## src/design/tcm_pkg.sv

```systemverilog
// Shared types and codes for the terminal cursor and margin unit.
// Used by tcm_cmd_exec and terminal_cursor_margin_unit; no dependencies.
package tcm_pkg;

    localparam int unsigned CfgIdxW = 2;

    typedef enum logic [CfgIdxW-1:0] {
        CFG_SCREEN_ROWS = 2'd0,
        CFG_SCREEN_COLS = 2'd1
    } cfg_index_t;

    typedef enum logic [4:0] {
        MODE_UP           = 5'd0,
        MODE_DOWN         = 5'd1,
        MODE_FORWARD      = 5'd2,
        MODE_BACK         = 5'd3,
        MODE_ADDRESS      = 5'd4,
        MODE_MARGINS      = 5'd5,
        MODE_REV_INDEX    = 5'd6,
        MODE_INDEX        = 5'd7,
        MODE_NEXT_LINE    = 5'd8,
        MODE_SAVE         = 5'd9,
        MODE_RESTORE      = 5'd10,
        MODE_ORIGIN_ON    = 5'd11,
        MODE_ORIGIN_OFF   = 5'd12,
        MODE_SOFT_RESET   = 5'd13,
        MODE_FULL_RESET   = 5'd14,
        MODE_HOME         = 5'd15,
        MODE_SCROLL_UP    = 5'd16,
        MODE_SCROLL_DOWN  = 5'd17
    } mode_t;

    localparam logic [1:0] SCROLL_NONE = 2'd0;
    localparam logic [1:0] SCROLL_UP   = 2'd1;
    localparam logic [1:0] SCROLL_DOWN = 2'd2;

    localparam logic [7:0] ROWS_RESET = 8'd25;
    localparam logic [7:0] COLS_RESET = 8'd80;
    localparam logic [7:0] DIM_MIN    = 8'd2;

    typedef struct packed {
        logic [7:0] row;
        logic [7:0] col;
        logic [7:0] top;
        logic [7:0] bottom;
        logic       origin;
        logic       saved_valid;
        logic [7:0] saved_row;
        logic [7:0] saved_col;
        logic       saved_origin;
    } cursor_state_t;

    typedef struct packed {
        logic [7:0]  row;
        logic [7:0]  col;
        logic [15:0] linear;
        logic [1:0]  dir;
        logic [7:0]  lines;
        logic [7:0]  top;
        logic [7:0]  bottom;
    } result_t;

endpackage

```

## src/design/tcm_cmd_exec.sv

```systemverilog
// Command execution logic: applies one decoded command to the cursor state.
// Produces the next state and the result beat. Depends on tcm_pkg.
module tcm_cmd_exec (
    input  tcm_pkg::cursor_state_t state,
    input  logic [4:0]             mode,
    input  logic [15:0]            param_first,
    input  logic [15:0]            param_second,
    input  logic [7:0]             rows_eff,
    input  logic [7:0]             cols_eff,
    output tcm_pkg::cursor_state_t state_next,
    output tcm_pkg::result_t       result
);
    import tcm_pkg::*;

    function automatic logic [7:0] count_of(input logic [15:0] p, input logic [7:0] limit);
        logic [15:0] n;
        n = (p == 16'd0) ? 16'd1 : p;
        return (n > {8'd0, limit}) ? limit : n[7:0];
    endfunction

    function automatic logic [7:0] clamp_range(input logic [15:0] v, input logic [7:0] lo,
                                               input logic [7:0] hi);
        logic [7:0] r;
        if (v < {8'd0, lo})
            r = lo;
        else if (v > {8'd0, hi})
            r = hi;
        else
            r = v[7:0];
        return r;
    endfunction

    cursor_state_t s;
    logic [1:0]    dir;
    logic [7:0]    lines;
    logic [7:0]    lim;
    logic [7:0]    height;
    logic [7:0]    r_clamp;
    logic [7:0]    c_clamp;
    logic [15:0]   t_raw;
    logic [15:0]   b_raw;
    logic [7:0]    t_clamp;
    logic [7:0]    b_clamp;
    logic [7:0]    last_row;
    logic [7:0]    last_col;
    logic [15:0]   row_times_cols;

    assign last_row = rows_eff - 8'd1;
    assign last_col = cols_eff - 8'd1;

    always_comb
    begin
        s       = state;
        dir     = SCROLL_NONE;
        lines   = 8'd0;
        lim     = 8'd0;
        height  = state.origin ? (state.bottom - state.top + 8'd1) : rows_eff;
        r_clamp = clamp_range(param_first, 8'd1, height);
        c_clamp = clamp_range(param_second, 8'd1, cols_eff);
        t_raw   = (param_first == 16'd0) ? 16'd1 : param_first;
        b_raw   = (param_second == 16'd0) ? {8'd0, rows_eff} : param_second;
        t_clamp = clamp_range(t_raw, 8'd1, last_row);
        b_clamp = clamp_range(b_raw, DIM_MIN, rows_eff);
        case (mode_t'(mode))
            MODE_UP:
            begin
                lim   = (state.row > state.top) ? (state.row - state.top) : 8'd0;
                s.row = state.row - count_of(param_first, lim);
            end
            MODE_DOWN:
            begin
                lim   = (state.bottom > state.row) ? (state.bottom - state.row) : 8'd0;
                s.row = state.row + count_of(param_first, lim);
            end
            MODE_FORWARD:
            begin
                lim   = (last_col > state.col) ? (last_col - state.col) : 8'd0;
                s.col = state.col + count_of(param_first, lim);
            end
            MODE_BACK:
            begin
                s.col = state.col - count_of(param_first, state.col);
            end
            MODE_ADDRESS:
            begin
                if (param_first == 16'd0 && param_second == 16'd0)
                begin
                    s.row = state.origin ? state.top : 8'd0;
                    s.col = 8'd0;
                end
                else
                begin
                    s.row = r_clamp - 8'd1 + (state.origin ? state.top : 8'd0);
                    s.col = c_clamp - 8'd1;
                end
            end
            MODE_MARGINS:
            begin
                if (b_raw > t_raw)
                begin
                    s.top    = t_clamp - 8'd1;
                    s.bottom = b_clamp - 8'd1;
                    s.row    = state.origin ? (t_clamp - 8'd1) : 8'd0;
                    s.col    = 8'd0;
                end
            end
            MODE_REV_INDEX:
            begin
                if (state.row == state.top)
                begin
                    dir   = SCROLL_DOWN;
                    lines = 8'd1;
                end
                else if (state.row > 8'd0)
                    s.row = state.row - 8'd1;
            end
            MODE_INDEX, MODE_NEXT_LINE:
            begin
                if (state.row == state.bottom)
                begin
                    dir   = SCROLL_UP;
                    lines = 8'd1;
                end
                else if (state.row < last_row)
                    s.row = state.row + 8'd1;
                if (mode_t'(mode) == MODE_NEXT_LINE)
                    s.col = 8'd0;
            end
            MODE_SAVE:
            begin
                s.saved_row    = state.row;
                s.saved_col    = state.col;
                s.saved_origin = state.origin;
                s.saved_valid  = 1'b1;
            end
            MODE_RESTORE:
            begin
                if (state.saved_valid)
                begin
                    s.row         = state.saved_row;
                    s.col         = state.saved_col;
                    s.origin      = state.saved_origin;
                    s.saved_valid = 1'b0;
                end
            end
            MODE_ORIGIN_ON:
            begin
                s.origin = 1'b1;
                s.row    = state.top;
                s.col    = 8'd0;
            end
            MODE_ORIGIN_OFF:
            begin
                s.origin = 1'b0;
                s.row    = 8'd0;
                s.col    = 8'd0;
            end
            MODE_SOFT_RESET:
            begin
                s.top         = 8'd0;
                s.bottom      = last_row;
                s.origin      = 1'b0;
                s.saved_valid = 1'b0;
            end
            MODE_FULL_RESET:
            begin
                s.row         = 8'd0;
                s.col         = 8'd0;
                s.top         = 8'd0;
                s.bottom      = last_row;
                s.origin      = 1'b0;
                s.saved_valid = 1'b0;
            end
            MODE_HOME:
            begin
                s.row = 8'd0;
                s.col = 8'd0;
            end
            MODE_SCROLL_UP:
            begin
                dir   = SCROLL_UP;
                lines = count_of(param_first, last_row);
            end
            MODE_SCROLL_DOWN:
            begin
                dir   = SCROLL_DOWN;
                lines = count_of(param_first, last_row);
            end
            default:
            begin
                s = state;
            end
        endcase
    end

    assign row_times_cols = s.row * cols_eff;
    assign state_next     = s;

    always_comb
    begin
        result.row    = s.row;
        result.col    = s.col;
        result.linear = row_times_cols + {8'd0, s.col};
        result.dir    = dir;
        result.lines  = lines;
        result.top    = s.top;
        result.bottom = s.bottom;
    end

endmodule

```

## src/design/terminal_cursor_margin_unit.sv

```systemverilog
// Top level of the terminal cursor and margin unit: input and result registers,
// cursor state, screen size registers. Depends on tcm_pkg and tcm_cmd_exec.

// One command per cycle: a command beat is held in the input register, executed
// against the cursor state in a single pass and lands in the result register;
// a new command is taken every cycle while the result side keeps up. The result
// register and the input register let the input side take one more command
// while one result waits. Screen size writes are applied at once; margins return
// to the full screen on a row count write and the cursor is pulled inside the
// screen.
module terminal_cursor_margin_unit (
    input  logic                        clk,
    input  logic                        rst_n,
    input  logic                        cfg_write,
    input  logic [tcm_pkg::CfgIdxW-1:0] cfg_index,
    input  logic [7:0]                  cfg_data,
    input  logic                        in_valid,
    output logic                        in_stall,
    input  logic [4:0]                  mode,
    input  logic [15:0]                 param_first,
    input  logic [15:0]                 param_second,
    output logic                        out_valid,
    input  logic                        out_stall,
    output logic [7:0]                  cursor_row,
    output logic [7:0]                  cursor_col,
    output logic [15:0]                 cursor_linear,
    output logic [1:0]                  scroll_dir,
    output logic [7:0]                  scroll_lines,
    output logic [7:0]                  region_top,
    output logic [7:0]                  region_bottom
);
    import tcm_pkg::*;

    localparam cursor_state_t STATE_RESET = '{
        row:          8'd0,
        col:          8'd0,
        top:          8'd0,
        bottom:       ROWS_RESET - 8'd1,
        origin:       1'b0,
        saved_valid:  1'b0,
        saved_row:    8'd0,
        saved_col:    8'd0,
        saved_origin: 1'b0
    };

    logic          cmd_valid_reg;
    logic [4:0]    mode_reg;
    logic [15:0]   param_first_reg;
    logic [15:0]   param_second_reg;
    logic [7:0]    rows_reg;
    logic [7:0]    cols_reg;
    logic [7:0]    rows_eff;
    logic [7:0]    cols_eff;
    logic [7:0]    cfg_eff;
    cursor_state_t state_reg;
    cursor_state_t state_next;
    cursor_state_t exec_next;
    result_t       exec_result;
    result_t       result_reg;
    logic          out_valid_reg;
    logic          advance;
    logic          accept;

    assign rows_eff = (rows_reg < DIM_MIN) ? DIM_MIN : rows_reg;
    assign cols_eff = (cols_reg < DIM_MIN) ? DIM_MIN : cols_reg;
    assign cfg_eff  = (cfg_data < DIM_MIN) ? DIM_MIN : cfg_data;

    assign advance  = cmd_valid_reg && (!out_valid_reg || !out_stall);
    assign in_stall = cmd_valid_reg && !advance;
    assign accept   = in_valid && !in_stall;

    tcm_cmd_exec u_exec (
        .state        (state_reg),
        .mode         (mode_reg),
        .param_first  (param_first_reg),
        .param_second (param_second_reg),
        .rows_eff     (rows_eff),
        .cols_eff     (cols_eff),
        .state_next   (exec_next),
        .result       (exec_result)
    );

    always_comb
    begin
        state_next = state_reg;
        if (cfg_write)
        begin
            case (cfg_index_t'(cfg_index))
                CFG_SCREEN_ROWS:
                begin
                    state_next.top    = 8'd0;
                    state_next.bottom = cfg_eff - 8'd1;
                    if (state_reg.row > cfg_eff - 8'd1)
                        state_next.row = cfg_eff - 8'd1;
                    if (state_reg.saved_row > cfg_eff - 8'd1)
                        state_next.saved_row = cfg_eff - 8'd1;
                end
                CFG_SCREEN_COLS:
                begin
                    if (state_reg.col > cfg_eff - 8'd1)
                        state_next.col = cfg_eff - 8'd1;
                    if (state_reg.saved_col > cfg_eff - 8'd1)
                        state_next.saved_col = cfg_eff - 8'd1;
                end
                default:
                begin
                    state_next = state_reg;
                end
            endcase
        end
        else if (advance)
            state_next = exec_next;
    end

    always_ff @(posedge clk or negedge rst_n)
    begin
        if (!rst_n)
        begin
            rows_reg                 <= ROWS_RESET;
            cols_reg                 <= COLS_RESET;
            state_reg                <= STATE_RESET;
            cmd_valid_reg            <= 1'b0;
            out_valid_reg            <= 1'b0;
        end
        else
        begin
            state_reg <= state_next;
            if (cfg_write && cfg_index_t'(cfg_index) == CFG_SCREEN_ROWS)
                rows_reg <= cfg_data;
            if (cfg_write && cfg_index_t'(cfg_index) == CFG_SCREEN_COLS)
                cols_reg <= cfg_data;
            if (accept)
                cmd_valid_reg <= 1'b1;
            else if (advance)
                cmd_valid_reg <= 1'b0;
            if (advance)
                out_valid_reg <= 1'b1;
            else if (!out_stall)
                out_valid_reg <= 1'b0;
        end
    end

    // hold the command and result payloads until their beats move
    always_ff @(posedge clk)
    begin
        if (accept)
        begin
            mode_reg         <= mode;
            param_first_reg  <= param_first;
            param_second_reg <= param_second;
        end
        if (advance)
            result_reg <= exec_result;
    end

    assign out_valid     = out_valid_reg;
    assign cursor_row    = result_reg.row;
    assign cursor_col    = result_reg.col;
    assign cursor_linear = result_reg.linear;
    assign scroll_dir    = result_reg.dir;
    assign scroll_lines  = result_reg.lines;
    assign region_top    = result_reg.top;
    assign region_bottom = result_reg.bottom;

    a_margin_order: assert property (@(posedge clk) disable iff (!rst_n)
        state_reg.top < state_reg.bottom && state_reg.bottom < rows_eff)
        else $error("scroll region out of order");

    a_cursor_inside: assert property (@(posedge clk) disable iff (!rst_n)
        state_reg.row < rows_eff && state_reg.col < cols_eff)
        else $error("cursor outside the screen");

    a_no_lines_without_scroll: assert property (@(posedge clk) disable iff (!rst_n)
        out_valid_reg && result_reg.dir == SCROLL_NONE |-> result_reg.lines == 8'd0)
        else $error("scroll lines without scroll request");

    a_empty_never_stalls: assert property (@(posedge clk) disable iff (!rst_n)
        !cmd_valid_reg |-> !in_stall)
        else $error("input stalled with empty command register");

    a_advance_fills_output: assert property (@(posedge clk) disable iff (!rst_n)
        advance |=> out_valid_reg)
        else $error("executed command lost");

endmodule

```

## config.mk

```make
export PLATFORM = sky130hd
export DESIGN_NAME = terminal_cursor_margin_unit
export DESIGN_NICKNAME = d
export VERILOG_FILES = /design/src/design/tcm_pkg.sv /design/src/design/tcm_cmd_exec.sv /design/src/design/terminal_cursor_margin_unit.sv
export SDC_FILE = /design/constraint.sdc
export NUM_CORES = 1
export LEC_CHECK = 0
export ABC_AREA = 1
export CORE_UTILIZATION = 45
export CTS_CLUSTER_DIAMETER = 150
export DETAILED_ROUTE_END_ITERATION = 12
export DONT_BUFFER_PORTS = 1
export HOLD_SLACK_MARGIN = 0.03
export PLACE_DENSITY = 0.56
export SLEW_MARGIN = 0
export SYNTH_ARGS = -nofsm -noshare
export SYNTH_HDL_FRONTEND = slang
export SYNTH_HIERARCHICAL = 1
export SYNTH_SLANG_ARGS = --single-unit
```

## constraint.sdc

```tcl
create_clock -name clk -period 14.9 [get_ports clk]
set_input_delay 2.98 -clock clk [delete_from_list [all_inputs] [get_ports clk]]
set_output_delay 2.98 -clock clk [all_outputs]
set_load 0.05 [all_outputs]
```

# [After elaboration in Yosys (flattened, before gate mapping)]
# Index checks and enable logic that the tools add are counted.
[classes] addsub=20 n_mul=1 n_lt_le_gt_ge=25 eq_ne=28 n_mux=59 n_bitwise=1 n_reduce_logical=34
[ops] op="8-bit 2-to-1 mux" n=34
[ops] op="16-bit by 8-bit greater-than comparator with 1-bit output" n=8
[ops] op="51-bit 2-to-1 mux" n=2
[ops] op="16-bit 2-to-1 mux" n=5
[ops] op="8-bit one-hot mux with 9 select lines" n=1
[ops] op="8-bit by 1-bit subtractor with 8-bit output (second input constant)" n=8
[ops] op="8-bit greater-than comparator" n=7
[ops] op="8-bit one-hot mux with 7 select lines" n=1
[ops] op="16-bit by 1-bit less-than comparator with 1-bit output (second input constant)" n=3
[ops] op="8-bit subtractor" n=6
[ops] op="5-bit by 4-bit equality test with 1-bit output (second input constant)" n=8
[ops] op="16-bit zero test" n=2
[ops] op="32-bit 2-to-1 mux" n=1
[ops] op="16-bit one-hot mux with 2 select lines" n=1
[ops] op="8-bit adder" n=3
[ops] op="8-bit by 2-bit less-than comparator with 1-bit output (second input constant)" n=3
[ops] op="8-bit one-hot mux with 3 select lines" n=1
[ops] op="5-bit by 3-bit equality test with 1-bit output (second input constant)" n=4
[ops] op="17-bit 2-to-1 mux" n=1
[ops] op="16-bit by 8-bit adder with 16-bit output" n=1
[ops] op="8-bit by 1-bit adder with 8-bit output (second input constant)" n=2
[ops] op="8-bit equality test" n=2
[ops] op="16-bit greater-than comparator" n=1
[ops] op="16-bit by 2-bit less-than comparator with 1-bit output (second input constant)" n=1
[ops] op="27 further kinds" n=62
[totals] ff_bits=164 inputBits=52 output_inout_bits=60 wordCells=191

# [Longest topological paths before layout]
[depth] depth_word=12 mapped_depth=67 depth_no_buf=66

# [Cells and area by module]
# The synthesis kept the hierarchy.
[by_module_without_submodules] mod="tcm_cmd_exec" instances=1 cells_per_inst=1919 area_each_um2=11433.5 seq_area_each_um2=0.0
[by_module_without_submodules] mod="terminal_cursor_margin_unit" instances=1 cells_per_inst=644 area_each_um2=7034.2 seq_area_each_um2=4588.2

# [Least setup slack after synthesis]
# Ideal clock, no wire load.
[synth_timing] path_type="flip-flop to flip-flop" from="register cols_reg[7]" to="register result_reg (netlist bit cursor_linear[14]), data pin" setup_ns=0.257 t_arrival_ns=9.685 required_ns=14.643 setup_slack_ns=4.958 stages_incl_launch_ff=64 path_buffers=1 synth_period_minus_slack_ns=9.942 path_cell_list="dfrtp_1 -> or4_1 -> nor4_1 -> or2_2 -> clkbuf_1 -> inv_1 -> ha_1 -> nand3_1 -> nor3_1 -> xor2_1 -> ha_1 -> nand2_1 -> nor2_1 -> nand2_1 -> nand2_1 -> nand2_1 -> inv_1 -> nand3_1 -> [28 not listed] -> fa_1 -> inv_1 -> fa_1 -> inv_1 -> fa_1 -> inv_1 -> ha_1 -> a21oi_1 -> nor2_1 -> a211oi_1 -> o21ai_0 -> a21oi_1 -> o21bai_1 -> nand2_1 -> inv_1 -> o21ai_0 -> nand2_1 -> xor2_1"
[synth_lines] item="start, declared" line="terminal_cursor_margin_unit.sv:51" rtl="logic [7:0] cols_reg;"
[synth_lines] item="start signal, assigned" line="terminal_cursor_margin_unit.sv:131" rtl="cols_reg <= cfg_data;"
[synth_lines] item="end signal, assigned" line="terminal_cursor_margin_unit.sv:153" rtl="result_reg <= exec_result;"
[synth_lines] item="end, declared" line="terminal_cursor_margin_unit.sv:59" rtl="result_t result_reg;"

==> flow_summary_export.csv <==
group,metric,value,unit
synthesis,async_flop_share,42.07,%
cts,cts_setup_buffers,0,
layout,drive_gt1_share,7.223,%
critical_path,critical_path.max_stage_delay,720,ps
critical_path,r2r_cells,56,
layout,nets,2818,
cts,path_clk_slew,70,ps
floorplan,die_h,204.6,um
layout,final_common_cell,"nand2_1",
drt,drt_iter0_markers,1385,
floorplan,rows,73,
floorplan,dieArea,41850,um2
timing,skew,18.06,ps
drt,firstDrtPassIters,5,
flow_run,cap_viol_max_count,0,
synthesis,ys_types,64,
run_status,status,"completed",
place,hpwl,54320,um
pwr,total_power,3.923,mW
critical_path,critical_path_class,"register to register",
synthesis,synthFlopType,"edfxtp_1",
critical_path,rr_startpoint,"cols_reg[6]$_DFFE_PN1P_",
pwr,peakVddDrop,0.0001808,V
cts,htreeDepth,4,
floorplan,fp.coreArea,40100,um2
drt,drc,0,
drt,num_vias,17400,
critical_path,reg2reg_slack,3010,ps
critical_path,critPathCaptureType,"register",
critical_path,crit_slowest_cell,"nor2_1",
global_routing,overflow,0,
synthesis,syn_nets,2888,
layout,largest_reg_flops,51,
timing,fin_crit_sh,79.78,%
layout,syn2layout_area_growth,4.133,%
layout,antenna_cells,0,
drt,wl_per_cell,22.45,um
global_routing,grt_pass1_vias,16560,
layout,multi_input_area,11870,um2
floorplan,start_util,46.06,%
global_routing,grt_max_degree,70,
drt,ant_nets,0,
cts,cts_buffers,17,
synthesis,synthCells,2563,
critical_path,crit_fanout,10,
layout,seq_area,4588,um2
timing,rsz0062_at_grt,"no",
critical_path,crit_cells,56,
pwr,power.density,204.0,nW/um2
timing,fmax,84.12,MHz
critical_path,r2r-end,"cursor_linear[15]$_DFFE_PP_",
synthesis,yosysWarnings,6,
critical_path,start_kind,"register",
critical_path,crit_end,"cursor_linear[15]$_DFFE_PP_",
cts,cts_tree,"done",
synthesis,yosysSeqAreaShare,24.84,%
critical_path,crit_family,"adder cells",
place,place_congestion,1.004,
timing,worst_slew_pin_slew,1112,ps
floorplan,fp.dieW,204.6,um
critical_path,cp.arrival,12140,ps
synthesis,synth_edf_count,95,
layout,final_cell_mix,"nand2_1 (670), inv_1 (343), ha_1 (222)",
global_routing,grt_first_pass_wirelength,101500,um
cts,ctsHoldBuffers,0,
cts,clock_latency,500,ps
drt,totalWireLength,68040,um
critical_path,cp_num_buf_inv,8,
cts,cts_resized,0,
synthesis,synth.avg_cell_area,7.206,um2
cts,root_buffer,"clkbuf_16",
floorplan,ios,112,
synthesis,synth-seq-cells,164,
synthesis,synth_area,18470,um2
timing,setup_viol,0,
drt,viasPerCell,5.741,
critical_path,cp.required,15150,ps
timing,relSlewSlack,25.32,%
critical_path,cp_common_cell,"nand2_1",
global_routing,grtUsageTotal,33.09,%
timing,hold_violations,0,
cts,cts_sinks,164,
timing,setup-tns-final,0,ps
critical_path,crit_start,"cols_reg[6]$_DFFE_PN1P_",
place,io_buffers,0,
cts,clockBufferDepth,2,
hold_path,hp-class,"register to register",
pwr,power.leakage,9.540,nW
layout,fill_cells,4049,
timing,slew_viol_final,0,
timing,min_period,11890,ps
global_routing,antenna_found_initial,0,
metrics by stage:
| stage | setup WS [ps] | instances | utilization, % | area [um2] | hold WS [ps] |
|---|---|---|---|---|---|
| 2_1_floorplan | 4958 | 2563 | - | 18470 | 433.1 |
| 3_3_place_gp | 3131 | 2999 | 46.59 | 18680 | 480.2 |
| 3_5_place_dp | 3071 | 2999 | 46.59 | 18680 | 483.7 |
| 4_1_cts | 3033 | 3031 | 47.96 | 19230 | 500.7 |
| 5_1_grt | 2066 | 3031 | 47.96 | 19230 | 528.1 |
| 6_report | 3012 | 3031 | 47.96 | 19230 | 498.9 |
power by group:
| group | internal (mW) | total (mW) | switching [mW] | leakage, nW |
|---|---|---|---|---|
| combinational | 0.899 | 2.61 | 1.71 | 7.46 |
| sequential | 0.621 | 0.874 | 0.253 | 1.80 |
| clock | 0.221 | 0.443 | 0.222 | 0.280 |
routing by layer:
metal  GRT usage [%]  up-vias  wire [um]
met5               0        -          0
met4           16.95        0       3279
met3           5.632      142       4128
met2           55.02      628      31940
met1           41.00     8337      28690
li1                -     8293          -
cells by family after synthesis:
group	Yosys count	synth area share, %
compound gates	404	12.97
xor+xnor	54	2.561
fa+ha+maj	273	20.57
buf+inv	491	10.92
flops	164	24.84
mux	1	0.06097
simple gates	1176	28.08
Yosys cell counts (4+ instances only):
library cell	number	area [um2]
clkinv_1	12	45.04
inv_1	344	1291
o31ai_1	4	30.03
fa_1	51	1021
o221ai_1	4	35.03
or2_2	8	50.05
clkbuf_1	56	210.2
nand2_1	670	2515
a22o_1	8	70.07
xor2_1	40	350.3
o211ai_1	38	285.3
o2111ai_1	7	61.31
a21oi_2	4	35.03
a31oi_1	4	25.02
xnor2_1	14	122.6
nand4_1	42	262.8
nand3_2	4	40.04
nor2_1	193	724.4
nor3_1	19	95.09
nor2_2	15	93.84
a31o_2	4	35.03
o21bai_1	6	45.04
nand3b_1	11	82.58
a21oi_1	129	645.6
dfrtp_1	62	1551
nor3_2	5	50.05
a211oi_1	16	120.1
nor4_1	4	25.02
o21ai_0	125	625.6
ha_1	222	2778
o21ai_2	4	35.03
edfxtp_1	95	2853
o21ai_1	18	90.09
nand2_2	27	168.9
nand2_4	11	123.9
o21a_1	6	45.04
o22ai_1	13	81.33
buf_4	34	255.2
dfstp_2	7	183.9
buf_6	4	45.04
buf_2	8	40.04
inv_2	32	120.1
nand3_1	150	750.7
area by class of cell:
class | count | share of cell area, %
Multi-Input combinational cell | 1908 | 61.74
Sequential cell | 164 | 23.86
Inverter | 388 | 7.573
Tap cell | 525 | 3.416
Clock buffer | 19 | 2.277
Clock inverter | 13 | 0.5856
Timing Repair Buffer | 14 | 0.5465
worst min-delay path by stage:
stage | startpoint | to | slack [ps] | cells after the start
2_1_floorplan | cmd_valid_reg$_DFFE_PN0P_ | out_valid$_DFFE_PN0P_ | 430 | 2
3_3_place_gp | cols_reg[0]$_DFFE_PN0P_ | cols_reg[0]$_DFFE_PN0P_ | 480 | 2
3_5_place_dp | cols_reg[0]$_DFFE_PN0P_ | cols_reg[0]$_DFFE_PN0P_ | 480 | 2
4_1_cts | cols_reg[0]$_DFFE_PN0P_ | cols_reg[0]$_DFFE_PN0P_ | 500 | 2
5_1_grt | rows_reg[0]$_DFFE_PN1P_ | rows_reg[0]$_DFFE_PN1P_ | 530 | 2
6_report | cols_reg[0]$_DFFE_PN0P_ | cols_reg[0]$_DFFE_PN0P_ | 500 | 2
worst reg2reg max path: cells and delay by family, from the launching register on:
| kind | cells | cell delay [ps] |
|---|---|---|
| adder cells (fa/ha/maj) | 10 | 4190 |
| XOR/XNOR | 2 | 310 |
| AND/OR/NAND/NOR | 24 | 2990 |
| buffers and inverters | 8 | 900 |
| flip-flops | 1 | 690 |
| AO/OA/AOI/OAI | 12 | 2590 |
Note: power is estimated with default switching activity, not from simulation.
